===== src/lwedec_pkg.sv =====
`default_nettype none
package lwedec_pkg;

  localparam int MAX_DIM_DEFAULT = 1024;

  localparam int Q_W = 16;
  localparam int DIM_W = 11;
  localparam int KEY_W = 10;
  localparam int SECRET_W = 8;
  localparam int CIPHER_W = 16;
  localparam int MSG_W = 15;

  // signed 8-bit secret times zero-extended 16-bit element
  localparam int PROD_W = SECRET_W + CIPHER_W + 1;

  localparam int S_TDATA_W = 40;
  localparam int M_TDATA_W = 16;
  localparam int CFG_IDX_W = 1;
  localparam int CFG_DATA_W = 16;

  localparam int QUEUE_DEPTH = 2;

  localparam logic OP_LOAD = 1'b0;
  localparam logic OP_CIPHER = 1'b1;

  localparam logic [CFG_IDX_W-1:0] REG_MODULUS = 1'd0;
  localparam logic [CFG_IDX_W-1:0] REG_DIMENSION = 1'd1;

  localparam logic [Q_W-1:0] MODULUS_RESET = 16'd3329;
  localparam logic [DIM_W-1:0] DIMENSION_RESET = 11'd256;

endpackage
`default_nettype wire


===== src/lwedec_queue.sv =====
`default_nettype none
module lwedec_queue #(
  parameter int W = 8
) (
  input  wire logic         clk,
  input  wire logic         rst,
  input  wire logic         push,
  input  wire logic [W-1:0] push_data,
  output logic              full,
  input  wire logic         pop,
  output logic [W-1:0]      pop_data,
  output logic              empty
);

  localparam int DEPTH = lwedec_pkg::QUEUE_DEPTH;
  localparam int PW = (DEPTH > 1) ? $clog2(DEPTH) : 1;
  localparam int FW = $clog2(DEPTH + 1);

  logic [W-1:0]  entries [DEPTH];
  logic [PW-1:0] wr_ptr;
  logic [PW-1:0] rd_ptr;
  logic [FW-1:0] fill;

  assign full = fill == FW'(DEPTH);
  assign empty = fill == '0;
  assign pop_data = entries[rd_ptr];

  always_ff @(posedge clk) begin
    if (push && !full) begin
      entries[wr_ptr] <= push_data;
    end
  end

  always_ff @(posedge clk) begin
    if (rst) begin
      wr_ptr <= '0;
      rd_ptr <= '0;
      fill <= '0;
    end else begin
      if (push && !full) begin
        wr_ptr <= (wr_ptr == PW'(DEPTH - 1)) ? '0 : wr_ptr + 1'b1;
      end
      if (pop && !empty) begin
        rd_ptr <= (rd_ptr == PW'(DEPTH - 1)) ? '0 : rd_ptr + 1'b1;
      end
      if ((push && !full) && !(pop && !empty)) begin
        fill <= fill + 1'b1;
      end else if (!(push && !full) && (pop && !empty)) begin
        fill <= fill - 1'b1;
      end
    end
  end

  assert property (@(posedge clk) disable iff (rst) fill <= FW'(DEPTH))
    else $error("queue fill above depth");

endmodule
`default_nettype wire


===== config.mk =====
export PLATFORM = sky130hd
export DESIGN_NAME = lwedec_queue
export DESIGN_NICKNAME = d
export VERILOG_FILES = /design/src/lwedec_pkg.sv /design/src/lwedec_queue.sv
export SDC_FILE = /design/constraint.sdc
export NUM_CORES = 1
export LEC_CHECK = 0
export BUFFER_PORTS_ARGS = -buffer_cell sky130_fd_sc_hd__buf_4
export CORE_UTILIZATION = 35
export CTS_BUF_LIST = sky130_fd_sc_hd__clkbuf_2 sky130_fd_sc_hd__clkbuf_4 sky130_fd_sc_hd__clkbuf_8
export CTS_CLUSTER_SIZE = 10
export DETAILED_ROUTE_END_ITERATION = 6
export MAX_ROUTING_LAYER = met4
export REMOVE_ABC_BUFFERS = 1
export SLEW_MARGIN = 20
export SYNTH_ARGS = -nofsm -noshare
export SYNTH_HDL_FRONTEND = slang
export SYNTH_SLANG_ARGS = --single-unit

===== constraint.sdc =====
create_clock -name clk -period 1.8 [get_ports clk]
set_clock_uncertainty 0.1 [all_clocks]
set_input_delay 0 -clock clk [delete_from_list [all_inputs] [get_ports clk]]
set_output_delay 0 -clock clk [all_outputs]
set_load 0.05 [all_outputs]

**After elaboration in Yosys (flattened, before gate mapping)**

Memory sizes are Yosys's and may differ from the RTL's. A register that Yosys moved wholly into a read port is not among the register bits.
Cells that the tools add are included.

- Register bits after elaboration: 4
- Bits in writable memories: 16
- Input bits: 12
- Memories kept: 1

- Add/sub/neg operators: 4
- Equal/unequal tests: 1
- Mux-type cells: 8
- Reductions and logical operators: 10

Memory list:

| memory | depth | width | rd ports | clocked after Yosys merged registers in | wr ports | RTL line | RTL |
|---|---|---|---|---|---|---|---|
| entries | 2 | 8 | 1 | 1 | 1 | lwedec_queue.sv:19 | `logic [W-1:0] entries [DEPTH];` |

Operators by type and width:

| cell | count |
|---|---|
| two-way mux 1 bit | 6 |
| logical AND 1 bit | 4 |
| logical NOT 1 bit | 4 |
| two-way mux 2 bit | 2 |
| adder 1 bit (second input constant) | 2 |
| adder 2 x 1 -> 2 bit (second input constant) | 1 |
| == test 2 bit (second input constant) | 1 |
| logical NOT 2 bit | 1 |
| nonzero test 2 bit | 1 |
| subtractor 2 x 1 -> 2 bit (second input constant) | 1 |

**Logic depth before layout (Yosys ltp)**

Gate-level depths: netlist of run 1.

- Depth after elaboration: 7
- Depth in mapped cells: 6
- Mapped depth without buffers: 6

**Worst setup path after synthesis of run 1**

No wires, ideal clock.

- Kind: register -> register
- Start point: register fill[1]
- End point: register fill[1]
- Data arrival time: 1.773 ns
- Data required time: 1.630 ns
- Path slack: -0.143 ns
- Cell stages (with the launch flop): 6
- Path buffers: 0
- Clock period less this slack: 1.943 ns
- Cell sequence: dfxtp_1 > nor2b_2 > nor2_1 > ha_1 > or3_1 > a21oi_1

- Longest elaborated chain between the ends: 6
- Elaborated cells between the ends (all ways): 15
- Those cells by class: 2 x add/sub; 1 x eq/ne; 2 x mux; 10 x reduce/logical

RTL lines:

| item | RTL line | RTL |
|---|---|---|
| start: declaration | lwedec_queue.sv:22 | `logic [FW-1:0] fill;` |
| start signal: assignment | lwedec_queue.sv:47 | `fill <= fill + 1'b1;` |
| start signal: assignment | lwedec_queue.sv:49 | `fill <= fill - 1'b1;` |
| == test 2 bit * | lwedec_queue.sv:24 | `assign full = fill == FW'(DEPTH);` |
| net full | lwedec_queue.sv:9 | `output logic full,` |
| logical NOT 1 bit * | lwedec_queue.sv:46, lwedec_queue.sv:48 |  |
| logical AND 1 bit * | lwedec_queue.sv:46, lwedec_queue.sv:48 |  |
| logical NOT 1 bit | lwedec_queue.sv:48 | `end else if (!(push && !full) && (pop && !empty)) begin` |
| logical AND 1 bit | lwedec_queue.sv:48 |  |
| nonzero test 2 bit (no source line) | - |  |

The timed path passes the listed nets; every way through them passes the cells marked *. The select of a mux whose other input is x is not followed.
A chain may end at the register's enable or synchronous reset.

**Worst setup path in the final report of run 1**

- Start point: register fill[1]
- End point: register fill[1]

- Longest elaborated chain between the ends: 6
- Elaborated cells between the ends (all ways): 15
- Those cells by class: 2 x add/sub; 1 x eq/ne; 2 x mux; 10 x reduce/logical

RTL lines:

| item | RTL line |
|---|---|
| == test 2 bit or logical NOT 2 bit (tied branches) | lwedec_queue.sv:24, lwedec_queue.sv:25 |
| logical NOT 1 bit | lwedec_queue.sv:46, lwedec_queue.sv:48 |
| logical AND 1 bit | lwedec_queue.sv:46, lwedec_queue.sv:48 |
| logical NOT 1 bit (on tied branches) | lwedec_queue.sv:48, lwedec_queue.sv:46 |
| logical AND 1 bit (on tied branches) | lwedec_queue.sv:48, lwedec_queue.sv:46 |
| nonzero test 2 bit (no source line) or two-way mux 2 bit (tied branches) | - |

Parallel ways exist; a longest one is shown, timed or not. The select of a mux whose other input is x is not followed.

==> results of run 1 <==
kinds of logic after synthesis:
| group | after synthesis |
|---|---|
| flops | 21 |
| simple gates | 9 |
| mux | 8 |
| compound gates | 5 |
| xor+xnor | 3 |
| buf+inv | 3 |
| fa+ha+maj | 1 |
cells in the mapped netlist:
library cell / number
edfxtp_1: 16
or3_1: 2
nor2b_2: 1
ha_1: 1
mux2_2: 8
and2_1: 1
dfxtp_1: 5
nor2_1: 5
buf_2: 1
inv_1: 2
o21ai_0: 3
xor2_1: 3
a21oi_1: 2
through the flow:
| stage | setup WS [ns] | instances | instance area (µm²) |
|---|---|---|---|
| 2_1_floorplan | -0.143 | 49 | 788 |
| 6_report | 0.137 | 111 | 1110 |
| 3_3_place_gp | 0.203 | 97 | 980 |
| 4_1_cts | 0.122 | 111 | 1110 |
| 3_5_place_dp | 0.150 | 97 | 980 |
| 5_1_grt | 0.0266 | 111 | 1110 |
cell usage in the layout (no fill, tap or decap):
cell           Yosys  routed
a21oi_1            2       2
and2_1             1       1
buf_4              0      21
clkbuf_4           0       3
clkinv_2           0       1
dfxtp_1            5       5
dlygate4sd3_1      0      10
edfxtp_1          16      16
ha_1               1       1
inv_1              2       2
mux2_2             8       8
nor2_1             5       5
nor2b_2            1       1
o21ai_0            3       3
or3_1              2       2
xor2_1             3       3
layout make-up:
class / instances / share of cell area (%)
clock buffers: 3 / 2.03
clock inverters: 1 / 0.452
inverters: 2 / 0.678
multi-input cells: 26 / 18.1
flip-flops and latches: 21 / 52.4
well taps: 27 / 3.05
repair buffers: 31 / 23.3
per-layer routing:
metal  up-vias  global-route usage, %
met5         -                      -
met4         0                   2.86
met3         2                   5.56
met2        17                   18.5
met1       215                   14.7
li1        246                      -
flip-flops by register name, indices dropped and copies added (netlist names), named ones only:
register and cells:
entries 16, fill 2, rd_ptr 1, wr_ptr 1
power by group:
| part | total, mW | switching [mW] | internal (mW) | leakage [nW] |
|---|---|---|---|---|
| combinational | 0.708 | 0.448 | 0.260 | 0.232 |
| sequential | 0.682 | 0.0638 | 0.618 | 0.191 |
| clock | 0.213 | 0.130 | 0.0827 | 0.0177 |
critical path, delay by kind of cell (launching register included):
family                   cells  cell delay [ns]
adder cells (fa/ha/maj)      1             0.31
flip-flops                   1             0.39
AO/OA/AOI/OAI                1             0.13
AND/OR/NAND/NOR              3             0.67
how the worst min path moves through the flow:
stage	from	to	slack [ns]	cells past startpoint
2_1_floorplan	rst	fill[1]	-0.03	1
3_3_place_gp	push_data[5]	entries[0][5]	0.09	1
3_5_place_dp	push_data[5]	entries[0][5]	0.09	1
4_1_cts	pop	rd_ptr	0.03	4
5_1_grt	pop	rd_ptr	0.07	4
6_report	pop	rd_ptr	0.03	4
timing repair:
| item | CTS | global route |
|---|---|---|
| hold endpoints to repair | 21 | 0 |
| setup buffers | 0 | 0 |
| hold buffers | 10 | 0 |
==> flow_metrics.tcl, run 1 <==
set metrics [dict create \
    status "finished, final reports clean" \
    htreeDepth 1 \
    ir_worst_vdd_mv 1.04 \
    portBuffers 21 \
    crit_path_max_fanout 5 \
    hold_class "in -> reg" \
    criticalPathCategory "reg -> reg" \
    met1Wirelength_um 579 \
    clk_pin_slew_worst_paths_ns 0.11 \
    final-setup-viol-count 0 \
    drc 0 \
    cts-root-buf "clkbuf_4" \
    cpMaxStageDelayCell "dfxtp_1" \
    regToRegEndpoint "fill[1]" \
    layout_min_cycle_time_ns 1.66 \
    fin_setup_tns_ns 0 \
    multi_input_area_um2 200 \
    die_w_um 49.6 \
    layout.nets 98 \
    cp-start-kind "register" \
    fin_total_pwr_mw 1.60 \
    grt_max_degree 13 \
    fin_util_pct 54.2 \
    critPathMaxStageDelay_ns 0.39 \
    rows 16 \
    relSlewSlack_pct 75.0 \
    totalWireLength_um 1260 \
    r2r_cells 5 \
    syn_inst 50 \
    leakage_nw 0.440 \
    synth-adder-area-share_pct 1.58 \
    whs_ns 0.0324 \
    yosys.area_share.simple_pct 5.84 \
    synth_xor_area_share_pct 3.31 \
    clockBufferDepth 2 \
    period_share_pct 92.4 \
    fp.dieH_um 49.6 \
    synth_area_leaders "edfxtp_1 61%, dfxtp_1 13%, mux2_2 11%, xor2_1 3.3%, nor2_1 2.4%" \
    crit_path_end_kind "register" \
    antenna_found_initial 0 \
    clock-sinks 21 \
    vias 480 \
    endpoint "fill[1]" \
    synthMuxAreaShare_pct 11.4 \
    cts_tree "done" \
    final_max_slew_viol_count 0 \
    gp_congestion 0.627 \
    top_layer "met4" \
    synth_top_family_by_area "multiplexers" \
    core_mm2 0.00204 \
    hold_viol 0 \
    ios 22 \
    ys_ff_latch 21 \
    yosys_warnings 0 \
    initial_core_util_pct 38.8 \
    maxCapViolCount 0 \
    register_area_um2 581 \
    firstDrtPassIters 2 \
    rsz0062_at_grt "false" \
    routedWlPerCell_um 11.3 \
    syn_area_per_cell_um2 15.9 \
    critPathArrivalTime_ns 1.80 \
    cp.required_ns 1.94 \
    ys_types 13 \
    r2r_slack_ns 0.14 \
    reg2reg_from "fill[1]" \
    cts-resized-gates 0 \
    ys_seq_area_share_pct 73.2 \
    track_usage_pct 12.1 \
    netlist.area_leader.share_pct 60.6 \
    cp-startpoint "fill[1]" \
    die-area_mm2 0.00246 \
    syn-cell-area_um2 793 \
    drive_above_1_share_pct 40.5 \
    wl_met3_um 73 \
    routed_via_density 4.32 \
    worst_slew_pin_slew_ns 0.375 \
    n_fill_cell 174 \
    cts_buffers 3 \
    drtAntennaViolNets 0 \
    first_iter_violations 1 \
    hpwl_um 829 \
    route.met2.wl_um 597 \
    synth_compound_area_share_pct 3.15 \
    fmaxAchievable_ghz 0.601 \
    clkLatencyLatePin_ns 0.29 \
    synth_top_cell_by_area "edfxtp_1" \
    grt_pass1_vias 487 \
    grt_pass1_wl_um 2130 \
    crit_chain "nor2b_2, nor2_1, ha_1, or3_1, a21oi_1" \
    grt-ovfl-total 0 \
    synthToLayoutAreaGrowth_pct 39.6 \
    num_antenna_cells 0 \
    p_per_area_mw_per_mm2 1450 \
]
Power figures use the tool's default switching activity.
==> run 2, diff against run 1 <==
--- a/config.mk
+++ b/config.mk
@@ -12,6 +12,7 @@
 export DETAILED_ROUTE_END_ITERATION = 6
 export MAX_ROUTING_LAYER = met4
 export REMOVE_ABC_BUFFERS = 1
+export SETUP_SLACK_MARGIN = 0.2
 export SLEW_MARGIN = 20
 export SYNTH_ARGS = -nofsm -noshare
 export SYNTH_HDL_FRONTEND = slang
==> flow_metrics.tcl, run 2 (same netlist as run 1, synthesis figures left out) <==
set metrics [dict create \
    status "finished, final reports clean" \
    final_common_cell "buf_4" \
    layout.nets 102 \
    crit_chain "nor2b_4, nor2_2, ha_1, xor2_1, or3_1, a21oi_1" \
    hold_end "entries[0][4]" \
    fin_setup_tns_ns 0 \
    die_w_um 49.6 \
    worst_slew_pin_slew_ns 0.381 \
    firstDrtPassIters 2 \
    holdPathStages 2 \
    vias 498 \
    num_antenna_cells 0 \
    grt_pass1_vias 499 \
    routedWlPerCell_um 11.7 \
    criticalPathCategory "reg -> reg" \
    dp_cells 97 \
    clkLatencyLatePin_ns 0.30 \
    die-area_mm2 0.00246 \
    routed_via_density 4.33 \
    r2r_cells 6 \
    worstHoldStart "push_data[4]" \
    gp_congestion 0.627 \
    regToRegEndpoint "fill[1]" \
    grt_pass1_wl_um 2180 \
    multi_input_area_um2 211 \
    cpMaxStageDelayCell "dfxtp_4" \
    core_mm2 0.00204 \
    clock-sinks 21 \
    period_share_pct 85.7 \
    grt_max_degree 13 \
    drtAntennaViolNets 0 \
    hpwl_um 829 \
    final-setup-viol-count 0 \
    clk_pin_slew_worst_paths_ns 0.11 \
    final_cell_mix "24 x buf_4, 16 x edfxtp_1, 11 x dlygate4sd3_1" \
    dpl_cell_area_um2 980 \
    hold_viol 0 \
    design_area_mm2 0.00116 \
    rsz0062_at_grt "false" \
    ir_worst_vdd_mv 1.09 \
    ios 22 \
    p_per_area_mw_per_mm2 1460 \
    critPathMaxStageDelay_ns 0.38 \
    track_usage_pct 12.5 \
    cts-root-buf "clkbuf_4" \
    n_fill_cell 171 \
    crit_path_end_kind "register" \
    largest_register_ff_count 16 \
    r2r_slack_ns 0.26 \
    cp.required_ns 1.94 \
    cp-start-kind "register" \
    rows 16 \
    synthToLayoutAreaGrowth_pct 46.1 \
    critical_path.top_delay_family "simple AND/OR/NAND/NOR gates" \
    fin_cells 115 \
    cts_tree "done" \
    portBuffers 21 \
    initial_core_util_pct 38.8 \
    fmaxAchievable_ghz 0.648 \
    reg.largest.list "entries x16, fill x2" \
    layout_min_cycle_time_ns 1.54 \
    fp.dieH_um 49.6 \
    regMostFlops "entries" \
    grt-ovfl-total 0 \
    final_max_slew_viol_count 0 \
    reg2reg_from "fill[1]" \
    first_iter_violations 3 \
    register_area_um2 588 \
    relSlewSlack_pct 74.6 \
    leakage_nw 0.463 \
    maxCapViolCount 0 \
    crit_path_max_fanout 4 \
    drc 0 \
    drive_above_1_share_pct 46.6 \
    crit_buf_inv 0 \
    clockBufferDepth 2 \
    totalWireLength_um 1350 \
    fin_total_pwr_mw 1.69 \
    antenna_found_initial 0 \
    htreeDepth 1 \
    cts_buffers 3 \
    hold_class "in -> reg" \
    critPathArrivalTime_ns 1.68 \
]
[run 2: metrics by stage]
step	setup slack (ns)	hold slack [ns]	utilization [%]
detailed placement	0.150	0.0903	48.0
CTS	0.201	0.0117	54.6
global placement	0.203	0.0858	48.0
finish	0.257	0.325	56.7
global route	0.172	0.302	56.7
floorplan	-0.143	-0.0309	-
[run 2: worst max-delay path by stage]
stage,depth (start not counted),endpoint,start
final,6,fill[1],fill[1]
after global routing,5,fill[1],fill[1]
after detailed placement,4,fill[1],fill[0]
after floorplan,5,fill[1],fill[1]
after CTS,5,fill[1],fill[1]
after global placement,4,fill[1],fill[0]
[run 2: per-layer routing]
layer / wire (µm) / up-vias / GRT usage [%]
met2: 642 / 17 / 19.4
met1: 612 / 223 / 14.9
li1: - / 256 / -
met5: 0 / - / -
met3: 81 / 2 / 5.56
met4: 9 / 0 / 2.86
[run 2: repair_timing]
item	4_1_cts	5_1_grt
gates cloned	0	0
pin swaps	0	2
hold buffers	10	1
endpoints found under the setup margin	1	1
resized for setup	4	4
buffers inserted	0	3
endpoints found under the hold margin	21	1
[run 2: layout make-up]
| cell class | count | share of cell area (%) |
|---|---|---|
| clock buffer | 3 | 1.94 |
| clock inverter | 1 | 0.432 |
| inverter | 2 | 0.648 |
| multi-input combinational | 26 | 18.3 |
| sequential | 21 | 50.8 |
| tap | 27 | 2.92 |
| timing repair buffer | 35 | 25.1 |
[run 2: power breakdown]
group          switching, mW  internal (mW)
clock                  0.134         0.0828
combinational          0.462          0.310
sequential            0.0727          0.630
