File: config.mk
export PLATFORM = sky130hd
export DESIGN_NAME = lwedec_back
export DESIGN_NICKNAME = d
export VERILOG_FILES = /design/src/lwedec_pkg.sv /design/src/lwedec_back.sv
export SDC_FILE = /design/constraint.sdc
export NUM_CORES = 1
export LEC_CHECK = 0
export CAP_MARGIN = 5
export CORE_MARGIN = 4
export CORE_UTILIZATION = 50
export DETAILED_ROUTE_END_ITERATION = 8
export DONT_BUFFER_PORTS = 1
export PLACE_DENSITY = 0.65
export RECOVER_POWER = 100
export SLEW_MARGIN = 20
export SYNTH_ARGS = -nofsm -noshare
export SYNTH_HDL_FRONTEND = slang
export SYNTH_SLANG_ARGS = --single-unit
File: constraint.sdc
create_clock -name clk -period 6.7 [get_ports clk]
set_input_delay 1.34 -clock clk [delete_from_list [all_inputs] [get_ports clk]]
set_output_delay 1.34 -clock clk [all_outputs]
set_load 0.03 [all_outputs]
File: src/lwedec_pkg.sv
`default_nettype none
package lwedec_pkg;

  localparam int MAX_DIM_DEFAULT = 1024;

  localparam int Q_W = 16;
  localparam int DIM_W = 11;
  localparam int KEY_W = 10;
  localparam int SECRET_W = 8;
  localparam int CIPHER_W = 16;
  localparam int MSG_W = 15;

  // signed 8-bit secret times zero-extended 16-bit element
  localparam int PROD_W = SECRET_W + CIPHER_W + 1;

  localparam int S_TDATA_W = 40;
  localparam int M_TDATA_W = 16;
  localparam int CFG_IDX_W = 1;
  localparam int CFG_DATA_W = 16;

  localparam int QUEUE_DEPTH = 2;

  localparam logic OP_LOAD = 1'b0;
  localparam logic OP_CIPHER = 1'b1;

  localparam logic [CFG_IDX_W-1:0] REG_MODULUS = 1'd0;
  localparam logic [CFG_IDX_W-1:0] REG_DIMENSION = 1'd1;

  localparam logic [Q_W-1:0] MODULUS_RESET = 16'd3329;
  localparam logic [DIM_W-1:0] DIMENSION_RESET = 11'd256;

endpackage
`default_nettype wire

File: src/lwedec_back.sv
`default_nettype none
module lwedec_back #(
  parameter int ACC_W = 36
) (
  input  wire logic                                  clk,
  input  wire logic                                  rst,
  input  wire logic                                  q_empty,
  input  wire logic [lwedec_pkg::CIPHER_W+ACC_W-1:0] q_data,
  output logic                                       q_pop,
  input  wire logic [lwedec_pkg::Q_W-1:0]            modulus,
  output logic                                       out_valid,
  input  wire logic                                  out_ready,
  output logic [lwedec_pkg::MSG_W-1:0]               message_value,
  output logic                                       message_bit
);

  localparam int QW = lwedec_pkg::Q_W;
  localparam int CW = lwedec_pkg::CIPHER_W;
  localparam int DIFF_W = ACC_W + 1;
  localparam int DC_W = $clog2(DIFF_W + 1);

  localparam logic [1:0] B_IDLE = 2'd0;
  localparam logic [1:0] B_DIV = 2'd1;
  localparam logic [1:0] B_FIN = 2'd2;

  logic [1:0]               state;
  logic [DC_W-1:0]          steps;
  logic [DIFF_W-1:0]        mag;
  logic                     neg;
  logic [QW-1:0]            rem;
  logic [QW-1:0]            rem_next;
  logic [QW-1:0]            q_eff;
  logic signed [DIFF_W-1:0] diff;
  logic [QW:0]              trial;
  logic [QW-1:0]            mu;
  logic [QW-1:0]            bound;
  logic [QW-1:0]            upper;
  logic                     one;
  logic                     out_load;

  assign q_eff = (modulus == '0) ? QW'(1) : modulus;
  assign q_pop = (state == B_IDLE) && !q_empty;

  always_comb begin
    diff = $signed({{(DIFF_W - CW){1'b0}}, q_data[ACC_W +: CW]})
         - $signed({q_data[ACC_W-1], q_data[ACC_W-1:0]});
    trial = {rem, mag[DIFF_W-1]};
    if (trial >= {1'b0, q_eff}) begin
      rem_next = QW'(trial - {1'b0, q_eff});
    end else begin
      rem_next = trial[QW-1:0];
    end
    mu = (neg && rem != '0) ? q_eff - rem : rem;
    bound = q_eff >> 2;
    upper = q_eff - bound;
    one = (mu > bound) && (mu < upper);
    out_load = (state == B_FIN) && (!out_valid || out_ready);
  end

  always_ff @(posedge clk) begin
    if (q_pop) begin
      neg <= diff[DIFF_W-1];
      mag <= diff[DIFF_W-1] ? DIFF_W'(-diff) : DIFF_W'(diff);
      rem <= '0;
    end else if (state == B_DIV) begin
      mag <= mag << 1;
      rem <= rem_next;
    end
    if (out_load) begin
      message_bit <= one;
      message_value <= one ? q_eff[QW-1:1] : '0;
    end
  end

  always_ff @(posedge clk) begin
    if (rst) begin
      state <= B_IDLE;
      steps <= '0;
      out_valid <= 1'b0;
    end else begin
      case (state)
        B_IDLE: begin
          if (q_pop) begin
            steps <= DC_W'(DIFF_W);
            state <= B_DIV;
          end
        end
        B_DIV: begin
          steps <= steps - 1'b1;
          if (steps == DC_W'(1)) begin
            state <= B_FIN;
          end
        end
        B_FIN: begin
          if (out_load) begin
            state <= B_IDLE;
          end
        end
        default: begin
          state <= B_IDLE;
        end
      endcase
      if (out_load) begin
        out_valid <= 1'b1;
      end else if (out_ready) begin
        out_valid <= 1'b0;
      end
    end
  end

  assert property (@(posedge clk) disable iff (rst) state == B_DIV |-> rem < q_eff)
    else $error("partial remainder not below modulus");

  assert property (@(posedge clk) disable iff (rst)
      out_valid |-> message_bit == (message_value != '0))
    else $error("decoded bit disagrees with value");

endmodule
`default_nettype wire

After elaboration in Yosys (flattened, before gate mapping)
Index checks and enable logic that the tools add are counted.

storage, ports and cells
  output and inout bits = 18
  logic and storage cells = 52
  register bits after elaboration = 79

cells by class
  equality and inequality tests = 6
  $add $sub $neg = 6
  multiplexer cells = 14
  order comparisons = 3
  reductions and logical operators = 15

operators by type and width
  operator                                             number
  two-way mux 37 bit                                   3
  two-way mux 16 bit                                   3
  negator 37 bit                                       1
  subtractor 17 x 36 -> 37 bit                         1
  subtractor 16 bit                                    2
  greater-or-equal comparator 17 x 16 -> 1 bit         1
  > comparator 16 x 14 -> 1 bit                        1
  zero test 16 bit                                     1
  < comparator 16 bit                                  1
  nonzero test 16 bit                                  1
  subtractor 16 x 14 -> 16 bit                         1
  case mux 6 bit (2 select lines)                      1
  equality test 6 x 1 -> 1 bit, second input constant  1
  two-way mux 2 bit                                    3
  two-way mux 6 bit                                    1
  case mux 2 bit (3 select lines)                      1
  nonzero test 2 bit                                   3
  subtractor 6 x 1 -> 6 bit, second input constant     1
  logical AND 1 bit                                    4
  != test 2 bit, second input constant                 2
  AND reduction 3 bit                                  1
  equality test 2 x 1 -> 1 bit, second input constant  1
  equality test 2 bit, second input constant           1
  zero test 1 bit                                      2
  5 further kinds                                      6

Longest topological paths before layout
Gate-level depths: netlist of run 1.

  word-level depth = 6
  gate-level depth with buffers = 26

Worst setup path before layout of run 1
OpenSTA, ideal clock, no wires.

  kind = input port to flip-flop
  start point = input port modulus[15] (netlist name)
  end point = register message_value[10] (netlist name), data pin
  arrival = 5.725 ns
  cell stages on the path = 26
  path slack = 0.844 ns
  cells stage by stage = clkbuf_1 -> nor4_1 -> a41o_1 -> inv_1 -> ha_1 -> inv_1 -> fa_1 -> a21o_1 -> a211oi_1 -> or3b_2 -> and3b_1 -> xnor2_1 -> nand2_1 -> o21ai_0 -> ha_1 -> nor2b_1 -> o21ai_0 -> nand2b_1 -> a221oi_1 -> o21ai_0 -> maj3_1 -> a21oi_1 -> o211ai_1 -> o21ai_1 -> clkbuf_1 -> and2_1

on the way
  longest elaborated chain between the ends = 6
  elaborated cells between the ends (all ways) = 8
  those cells by class = add/sub (2); order compare (2); mux (2); reduce/logical (2)

ends and longest elaborated chain
  item                                                                         RTL line           text
  start, declared                                                              lwedec_back.sv:10  input wire logic [lwedec_pkg::Q_W-1:0] modulus,
  zero test 16 bit                                                             lwedec_back.sv:41  assign q_eff = (modulus == '0) ? QW'(1) : modulus;
  two-way mux 16 bit (*)                                                       lwedec_back.sv:41
  subtractor 16 bit                                                            lwedec_back.sv:53  mu = (neg && rem != '0) ? q_eff - rem : rem;
  two-way mux 16 bit                                                           lwedec_back.sv:53
  > comparator 16 x 14 -> 1 bit / < comparator 16 bit (equally long branches)  lwedec_back.sv:56  one = (mu > bound) && (mu < upper);
  logical AND 1 bit (*)                                                        lwedec_back.sv:56
  via one                                                                      lwedec_back.sv:38  logic one;
  end signal, assigned                                                         lwedec_back.sv:71  message_value <= one ? q_eff[QW-1:1] : '0;
  end, declared                                                                lwedec_back.sv:13  output logic [lwedec_pkg::MSG_W-1:0] message_value,

Mark *: on every way through the listed nets, which the timed path passes. The rest lies on a longest branch.
A chain may end at the register's enable or synchronous reset.

Worst setup path after layout of run 1
  start point = input port modulus[13] (netlist name)
  end point = register message_value[11] (netlist name), data pin

on the way
  longest elaborated chain between the ends = 6
  elaborated cells between the ends (all ways) = 8
  those cells by class = add/sub (2); order compare (2); mux (2); reduce/logical (2)

ends and longest elaborated chain
  item                                                                         RTL line
  zero test 16 bit                                                             lwedec_back.sv:41
  two-way mux 16 bit (*)                                                       lwedec_back.sv:41
  subtractor 16 bit                                                            lwedec_back.sv:53
  two-way mux 16 bit                                                           lwedec_back.sv:53
  > comparator 16 x 14 -> 1 bit / < comparator 16 bit (equally long branches)  lwedec_back.sv:56
  logical AND 1 bit                                                            lwedec_back.sv:56

Every way passes the cells marked *; elsewhere a longest branch is shown, timed or not.

==> impl_metrics.py, run 1 <==
metrics = {
    "run_status": {
        "outcome": "complete, but fails checks",
        "violations": "capacitance limit, slew limit",
    },
    "global_routing": {
        "grt_pass1_wl_um": 33900,
        "grt_pass1_vias": 7076,
        "grtUsageTotal_pct": 20.8,
        "antenna_found_initial": 0,
        "globalRouteOverflowTotal": 0,
        "grt_max_degree": 74,
    },
    "synthesis": {
        "ys_seq_area_share_pct": 24.9,
        "yosysWarnings": 0,
        "syn_area_per_cell_um2": 7.95,
        "synth_area_um2": 8530,
        "ys_async_sr_fraction_pct": 0,
        "yosysTopAreaCellShare_pct": 19.0,
        "synthCells": 1073,
        "ys.flop_type": "edfxtp_1",
        "synth_edf_count": 54,
        "syn_nets": 1238,
        "yosysTopAreaCell": "edfxtp_1",
        "synth_seq_cells": 79,
        "synth.distinct_cells": 77,
        "synthTopCellsByArea": "edfxtp_1 (19%), ha_1 (13%), xnor2_1 (6.4%)",
    },
    "timing": {
        "tightest_slew_ns": 2.61,
        "slew_violations": 126,
        "max_freq_mhz": 166,
        "tns_ns": 0,
        "period_share_pct": 89.9,
        "setup_viol": 0,
        "fin_skew_ns": 0.00613,
        "worst_slack_ns": 0.677,
        "min_period_ns": 6.02,
        "maxSlewHeadroom_pct": -74.1,
        "rsz0062_at_grt": "no",
        "hold_viol_final": 0,
    },
    "worst_hold_path": {
        "hold_depth": 1,
        "hold_path_class": "reg2reg",
        "hold_path_end": "steps[5]",
        "hold_start": "steps[5]",
    },
    "clocking": {
        "cts_tree": "done",
        "clkSinkCount": 79,
        "postCtsHoldBufs": 0,
        "numCtsBuffers": 9,
        "post_cts_buffers": 0,
        "htree_levels": 3,
        "cts.path.max_buffers": 2,
        "clk_pin_slew_ns": 0.06,
        "cts_resized": 0,
        "clk_latency_ns": 0.35,
        "clockRootBuffer": "clkbuf_16",
    },
    "routing": {
        "vias_per_cell": 5.83,
        "drt_iter0_markers": 464,
        "wl_um": 20000,
        "wl_per_cell_um": 15.8,
        "ant_nets": 0,
        "drtPass1Iterations": 4,
        "drc": 0,
        "vias": 7372,
    },
    "setup_path": {
        "r2r_slack_ns": 1.91,
        "rr_worst_depth": 22,
        "r2r-start": "rem[0]",
        "crit_type": "in2reg",
        "slowest_delay_ns": 0.46,
        "worstReg2RegEnd": "message_value[11]",
        "crit_slowest_cell": "or3b_2",
        "worstPathRequired_ns": 6.92,
        "worstPathMaxFanout": 16,
        "path_common_cell": "o21ai_0",
        "worst_ep_arrival_time_ns": 6.24,
        "cp-start-kind": "input port",
        "worst_setup_path_end_kind": "flip-flop",
    },
    "finish": {
        "layout.area.seq_um2": 2120,
        "fin_util_pct": 53.6,
        "diodes": 0,
        "design_area_um2": 8910,
        "drive_above_1_share_pct": 4.40,
        "nets": 1205,
        "area_delta_synth_final_pct": 4.46,
        "multiInputGateArea_um2": 5860,
        "num-fill-cells": 1609,
        "fin_cells": 1265,
    },
    "power_and_ir_drop": {
        "worst_ir_drop_vdd_mv": 0.247,
        "powerDensity_nw_per_um2": 362,
        "p_leak_uw": 0.00362,
    },
    "place": {
        "place_area_um2": 8670,
        "routabilityCongestion": 0.862,
        "io_buffer_count": 0,
        "placedCellCount": 1249,
        "hpwl_um": 15600,
        "dpl_worst_slack_ns": 0.480,
    },
    "floorplan": {
        "core_area_um2": 16600,
        "fp.dieH_um": 139,
        "row_count": 47,
        "dieArea_um2": 19200,
        "io_pins": 90,
        "start_util_pct": 51.3,
        "die_w_um": 139,
    },
    "flow_run": {
        "drv_cap": 2,
    },
}
## cells in the mapped netlist (9+ instances only)
cell	instances
o22ai_1	12
a31oi_1	12
nor3_1	26
a211oi_1	9
and2_1	24
a21oi_1	71
xor2_1	35
nor2_1	81
nor2b_1	13
nand4_1	11
ha_1	89
or3_1	11
nand2b_1	13
clkbuf_1	45
nand2_1	109
edfxtp_1	54
or2_2	11
xnor2_1	62
o21ai_0	79
nand3_1	17
o211ai_1	13
nor4_1	15
a21o_1	25
inv_1	81
dfxtp_1	25
## layer usage
metal	routed length (um)	track usage [%]	share of wire, %
met1	9480	27.8	47
met3	909	3.17	4.5
met5	0	0	0
met4	495	7.26	2.5
met2	9150	34.6	46
## metrics by stage
step           power (uW)  hold slack, ns
2_1_floorplan        2290           0.456
3_3_place_gp         2700           0.464
3_5_place_dp         2720           0.467
4_1_cts              3240           0.478
5_1_grt              3560           0.508
6_report             3230           0.477
## cell usage in the layout (no fill, tap or decap), types with 8 or more instances in the layout
cell type	count
or2_2	11
nor4_1	15
o22ai_1	12
o211ai_1	13
a21oi_1	71
nor2b_1	13
a31oi_1	12
nand2b_1	13
nand3_1	18
a21o_1	25
or3_1	10
nor3_1	28
and2_1	16
nand2_1	109
a211oi_1	10
xor2_1	35
edfxtp_1	54
inv_1	81
xnor2_1	62
ha_1	89
o21ai_0	83
and3_1	9
nor2_1	81
nand4_1	11
clkbuf_16	10
nand3b_1	8
and2_0	8
dfxtp_1	25
## cell type report
class	instances	share of cell area (%)
multi-input combinational	860	65.8
timing repair buffer	8	0.547
clock buffer	10	2.81
inverter	82	3.45
clock inverter	6	0.533
sequential	79	23.8
tap	220	3.09
## sequential cells by signal, indices dropped and copies added, names as in the netlist
name,flops
mag,37
rem,16
message_value,15
steps,6
state,2
message_bit,1
neg,1
out_valid,1
## worst max-delay path: cells and delay by family
family	cells	cell delay (ns)
fa+ha+maj	4	1.09
simple gates	7	1.52
buf+inv	3	0.38
xor+xnor	1	0.12
compound gates	10	1.78
## cells by family after synthesis
| kind of cell | after synthesis | synth area share, % |
|---|---|---|
| AND/OR/NAND/NOR | 369 | 21.9 |
| AO/OA/AOI/OAI | 294 | 22.5 |
| buffers and inverters | 134 | 5.95 |
| XOR/XNOR | 97 | 9.95 |
| adder cells (fa/ha/maj) | 95 | 14.2 |
| flip-flops | 79 | 24.9 |
| multiplexers | 5 | 0.601 |
## worst max path at each step
stage | start | endpoint | slack (ns) | depth (start not counted)
after floorplan | modulus[15] | message_value[10] | 0.84 | 26
after global placement | modulus[13] | message_value[13] | 0.57 | 25
after detailed placement | modulus[13] | message_value[11] | 0.48 | 25
after CTS | modulus[13] | message_value[11] | 0.78 | 25
after global routing | q_data[36] | mag[29] | 0.28 | 15
final | modulus[13] | message_value[11] | 0.68 | 25
## where the power goes
group          internal [uW]  switching [uW]  total [uW]
sequential               688            74.1         762
clock                    279             216         495
combinational            818            1150        1970
No activity file was read; power rests on OpenSTA's default activity.
==> run 2: changes to the inputs <==
- CORE_MARGIN: 4 -> 8
==> impl_metrics.py, run 2 (synthesized netlist as in run 1, its figures left out) <==
metrics = {
    "timing": {
        "rsz0062_at_grt": "no",
        "setup_viol": 0,
        "min_period_ns": 6.01,
        "slew_violations": 52,
        "tns_ns": 0,
        "hold_viol_final": 0,
        "period_share_pct": 89.7,
        "maxSlewHeadroom_pct": -28.9,
        "tightest_slew_ns": 1.93,
        "fin_skew_ns": 0.00743,
        "max_freq_mhz": 166,
        "hold-worst-slack_ns": 0.488,
    },
    "clocking": {
        "numCtsBuffers": 9,
        "clk_pin_slew_ns": 0.06,
        "cts.path.max_buffers": 2,
        "cts_resized": 0,
        "postCtsHoldBufs": 0,
        "clk_latency_ns": 0.34,
        "post_cts_buffers": 0,
        "clkSinkCount": 79,
        "htree_levels": 3,
        "cts_tree": "done",
        "clockRootBuffer": "clkbuf_16",
    },
    "setup_path": {
        "worstPathMaxFanout": 16,
        "crit_type": "in2reg",
        "worstPathRequired_ns": 6.91,
        "rr_worst_depth": 20,
        "r2r_slack_ns": 1.77,
        "slowest_delay_ns": 0.47,
        "worst_setup_path_end_kind": "flip-flop",
        "r2r-start": "rem[1]",
        "path_buf_inv": 3,
        "crit_slowest_cell": "or3b_2",
        "critPathTopFamily": "compound AO/OA/AOI/OAI gates",
        "worstReg2RegEnd": "message_value[1]",
        "cp-start-kind": "input port",
        "worst_ep_arrival_time_ns": 6.22,
        "path_common_cell": "o21ai_0",
    },
    "global_routing": {
        "grtUsageTotal_pct": 18.6,
        "antenna_found_initial": 0,
        "globalRouteOverflowTotal": 0,
        "grt_use_met3_pct": 3.49,
        "grt.busiest_layer": "met2",
        "grtUsageMet1_pct": 24.0,
        "grt_pass1_vias": 6934,
        "grt_use_met2_pct": 31.0,
        "grt_max_degree": 75,
        "grt_pass1_wl_um": 33800,
    },
    "power_and_ir_drop": {
        "p_switching_uw": 1420,
        "switching_share_pct": 44.2,
        "powerDensity_nw_per_um2": 359,
        "p_leak_uw": 0.00363,
        "worst_ir_drop_vdd_mv": 0.188,
        "power.internal_uw": 1780,
        "p_total_uw": 3200,
        "p_clk_share_pct": 15.2,
        "seqPwrFrac_pct": 23.7,
        "p_comb_share_pct": 61.1,
    },
    "finish": {
        "top_register": "mag",
        "largestRegisters": "mag (37), rem (16), message_value (15)",
        "design_area_um2": 8920,
        "nets": 1205,
        "largest_reg_flops": 37,
        "area_delta_synth_final_pct": 4.47,
        "final_common_cell": "nand2_1",
        "drive_above_1_share_pct": 4.50,
        "diodes": 0,
        "final_cell_mix": "nand2_1 (109), ha_1 (89), o21ai_0 (83)",
    },
    "floorplan": {
        "row_count": 47,
        "fp.dieH_um": 147,
        "die_w_um": 147,
        "dieArea_um2": 21500,
        "core_area_um2": 16600,
        "io_pins": 90,
        "start_util_pct": 51.3,
    },
    "worst_hold_path": {
        "hold_path_class": "reg2reg",
        "hold_depth": 1,
        "hold_path_end": "steps[5]",
        "hold_start": "steps[5]",
    },
    "run_status": {
        "outcome": "complete, but fails checks",
        "violations": "capacitance limit, slew limit",
    },
    "place": {
        "place_area_um2": 8670,
        "routabilityCongestion": 0.910,
        "hpwl_um": 15800,
        "io_buffer_count": 0,
    },
    "routing": {
        "ant_nets": 0,
        "vias": 7348,
        "drtPass1Iterations": 5,
        "vias_per_cell": 5.81,
        "wl_um": 20400,
        "drc": 0,
        "drt_iter0_markers": 453,
        "wl_per_cell_um": 16.1,
    },
    "flow_run": {
        "drv_cap": 1,
    },
}
-- run 2: cell types whose count changed in the layout (fill, tap and decap cells not counted), moves of 3 or more --
cell      previous run  this run
inv_4                3         0
and2_1              16        23
and2_0               8         1
clkinv_2             0         4
-- run 2: worst reg2reg max path, cell delays in order, from the launching register on --
cell and delay (ns):
dfxtp_1 0.37, inv_1 0.14, ha_1 0.31, nor2b_1 0.12, o21ai_0 0.19, a21boi_0 0.18, o311ai_1 0.65, a21oi_1 0.20
a21o_1 0.21, a21oi_1 0.20, o21bai_1 0.09, a21oi_1 0.18, xor2_1 0.16, o21ai_0 0.14, ha_1 0.34, nand3_1 0.09
or3_1 0.40, o221a_2 0.25, o21ai_0 0.23, buf_4 0.23, and2_1 0.15
-- run 2: power by group through the flow --
| stage | registers, uW | logic [uW] | clock network, uW |
|---|---|---|---|
| floorplan | 745 | 1550 | 0 |
| global placement | 767 | 1930 | 0 |
| detailed placement | 766 | 1940 | 0 |
| CTS | 758 | 1960 | 494 |
| global route | 771 | 2230 | 512 |
| finish | 759 | 1960 | 485 |
-- run 2: how the worst max path moves through the flow --
stage,endpoint,start,cells after the start
final,message_value[1],modulus[13],25
after global routing,message_value[12],modulus[13],25
after CTS,message_value[1],modulus[13],25
after detailed placement,message_value[1],modulus[13],25
after global placement,message_value[13],modulus[13],25
after floorplan,message_value[10],modulus[15],26
-- run 2: per-stage QoR --
step | util [%] | worst slack [ns] | cells
CTS | 53.9 | 0.857 | 1265
detailed placement | 52.1 | 0.501 | 1249
floorplan | - | 0.844 | 1073
global placement | 52.1 | 0.582 | 1249
global route | 53.6 | 0.384 | 1265
finish | 53.6 | 0.688 | 1265
-- run 2: layer usage --
| layer | up-vias | wire length, um |
|---|---|---|
| met4 | 0 | 343 |
| li1 | 3787 | - |
| met3 | 19 | 1030 |
| met2 | 167 | 9350 |
| met5 | - | 0 |
| met1 | 3375 | 9700 |
-- run 2: layout make-up --
| type | instances | area (um2) |
|---|---|---|
| repair buffers | 8 | 52.6 |
| flip-flops and latches | 79 | 2120 |
| inverters | 82 | 308 |
| fillers | 1625 | 7730 |
| clock buffers | 11 | 264 |
| clock inverters | 5 | 28.8 |
| well taps | 220 | 275 |
| multi-input cells | 860 | 5870 |
==> run 3: changes to the inputs <==
- CTS_BUF_LIST: not set -> sky130_fd_sc_hd__clkbuf_8
==> impl_metrics.py, run 3 (synthesized netlist as in run 1, its figures left out) <==
metrics = {
    "setup_path": {
        "r2r_slack_ns": 1.82,
        "worstPathRequired_ns": 6.93,
        "rr_worst_depth": 20,
        "crit_type": "in2reg",
        "r2r-start": "rem[1]",
        "worst_ep_arrival_time_ns": 6.13,
        "slowest_delay_ns": 0.46,
        "path_common_cell": "o21ai_0",
        "worst_setup_path_end_kind": "flip-flop",
        "critPathTopFamily": "compound AO/OA/AOI/OAI gates",
        "cp-start-kind": "input port",
        "worstPathMaxFanout": 16,
        "worstReg2RegEnd": "message_value[1]",
        "crit_slowest_cell": "or3b_2",
        "path_buf_inv": 3,
    },
    "finish": {
        "final_cell_mix": "nand2_1 (109), ha_1 (89), o21ai_0 (83)",
        "final_common_cell": "nand2_1",
        "diodes": 0,
        "fin_util_pct": 53.0,
        "drive_above_1_share_pct": 4.50,
        "area_delta_synth_final_pct": 3.34,
        "nets": 1205,
        "top_register": "mag",
        "largest_reg_flops": 37,
        "largestRegisters": "mag (37), rem (16), message_value (15)",
    },
    "worst_hold_path": {
        "hold_depth": 1,
        "hold_path_class": "reg2reg",
        "hold_start": "steps[5]",
        "hold_path_end": "steps[5]",
    },
    "clocking": {
        "cts_tree": "done",
        "htree_levels": 3,
        "post_cts_buffers": 0,
        "postCtsHoldBufs": 0,
        "clk_pin_slew_ns": 0.09,
        "clkSinkCount": 79,
        "clockRootBuffer": "clkbuf_8",
        "numCtsBuffers": 9,
        "clk_latency_ns": 0.36,
        "cts_resized": 0,
        "cts.path.max_buffers": 2,
    },
    "run_status": {
        "outcome": "complete, but fails checks",
        "violations": "capacitance limit, slew limit",
    },
    "routing": {
        "drtPass1Iterations": 8,
        "wl_per_cell_um": 16.0,
        "drc": 0,
        "wl_um": 20300,
        "vias": 7345,
        "ant_nets": 0,
        "vias_per_cell": 5.81,
        "drt_iter0_markers": 466,
    },
    "timing": {
        "min_period_ns": 5.90,
        "tns_ns": 0,
        "tightest_slew_ns": 1.92,
        "rsz0062_at_grt": "no",
        "fin_skew_ns": 0.0117,
        "max_freq_mhz": 169,
        "setup_viol": 0,
        "slew_violations": 52,
        "hold_viol_final": 0,
        "period_share_pct": 88.1,
        "maxSlewHeadroom_pct": -27.9,
    },
    "power_and_ir_drop": {
        "worst_ir_drop_vdd_mv": 0.220,
        "powerDensity_nw_per_um2": 349,
        "p_leak_uw": 0.00358,
    },
    "global_routing": {
        "grt_pass1_wl_um": 33500,
        "grt_max_degree": 75,
        "grtUsageTotal_pct": 18.4,
        "grt_pass1_vias": 6882,
        "antenna_found_initial": 0,
        "globalRouteOverflowTotal": 0,
    },
    "floorplan": {
        "dieArea_um2": 21500,
        "io_pins": 90,
        "core_area_um2": 16600,
        "fp.dieH_um": 147,
        "die_w_um": 147,
        "row_count": 47,
        "start_util_pct": 51.3,
    },
    "flow_run": {
        "drv_cap": 1,
    },
    "place": {
        "hpwl_um": 15800,
        "io_buffer_count": 0,
        "routabilityCongestion": 0.910,
    },
}
[run 3: cell count changes in the layout (fill, tap and decap cells not counted), sizes merged]
cell,before,now
clkbuf,13,12
bufinv,0,1
[run 3: layout make-up]
cell class	count	area, um2
timing repair buffer	8	52.6
tap	220	275
fill	1632	7820
clock buffer	10	138
clock inverter	6	58.8
sequential	79	2120
inverter	82	308
multi-input combinational	860	5870
[run 3: worst max-delay path by stage]
stage,from,end,depth (start not counted)
after floorplan,modulus[15],message_value[10],26
after global placement,modulus[13],message_value[13],25
after detailed placement,modulus[13],message_value[1],25
after CTS,modulus[13],message_value[1],25
after global routing,q_data[36],mag[30],15
final,modulus[13],message_value[1],25
[run 3: report_power, final]
group | internal, uW | switching [uW] | leakage [uW]
combinational | 815 | 1140 | 0.00274
sequential | 687 | 72.1 | 0.000730
clock | 181 | 185 | 0.000106
[run 3: metal layers]
layer	track usage [%]	vias up	wire, um
met1	24.0	3364	9570
li1	-	3787	-
met2	30.4	174	9260
met3	3.43	20	1120
met4	5.36	0	332
met5	0	-	0
[run 3: metrics by stage]
step	std cells	cell area (um2)	setup WS [ns]	hold WS (ns)	power, uW
global route	1265	8820	0.461	0.522	3380
detailed placement	1249	8670	0.501	0.464	2710
global placement	1249	8670	0.582	0.464	2690
floorplan	1073	8530	0.844	0.456	2290
CTS	1265	8870	0.887	0.482	3090
finish	1265	8820	0.799	0.491	3080
[run 3: worst reg2reg max path: stages (launching register included)]
cell and delay [ns]:
dfxtp_1 0.37, inv_1 0.13, ha_1 0.31, nor2b_1 0.12, o21ai_0 0.19, a21boi_0 0.19, o311ai_1 0.63, a21oi_1 0.20
a21o_1 0.21, a21oi_1 0.21, o21bai_1 0.10, a21oi_1 0.17, xor2_1 0.16, o21ai_0 0.14, ha_1 0.34, nand3_1 0.09
or3_1 0.40, o221a_2 0.25, o21ai_0 0.20, buf_4 0.22, and2_1 0.15
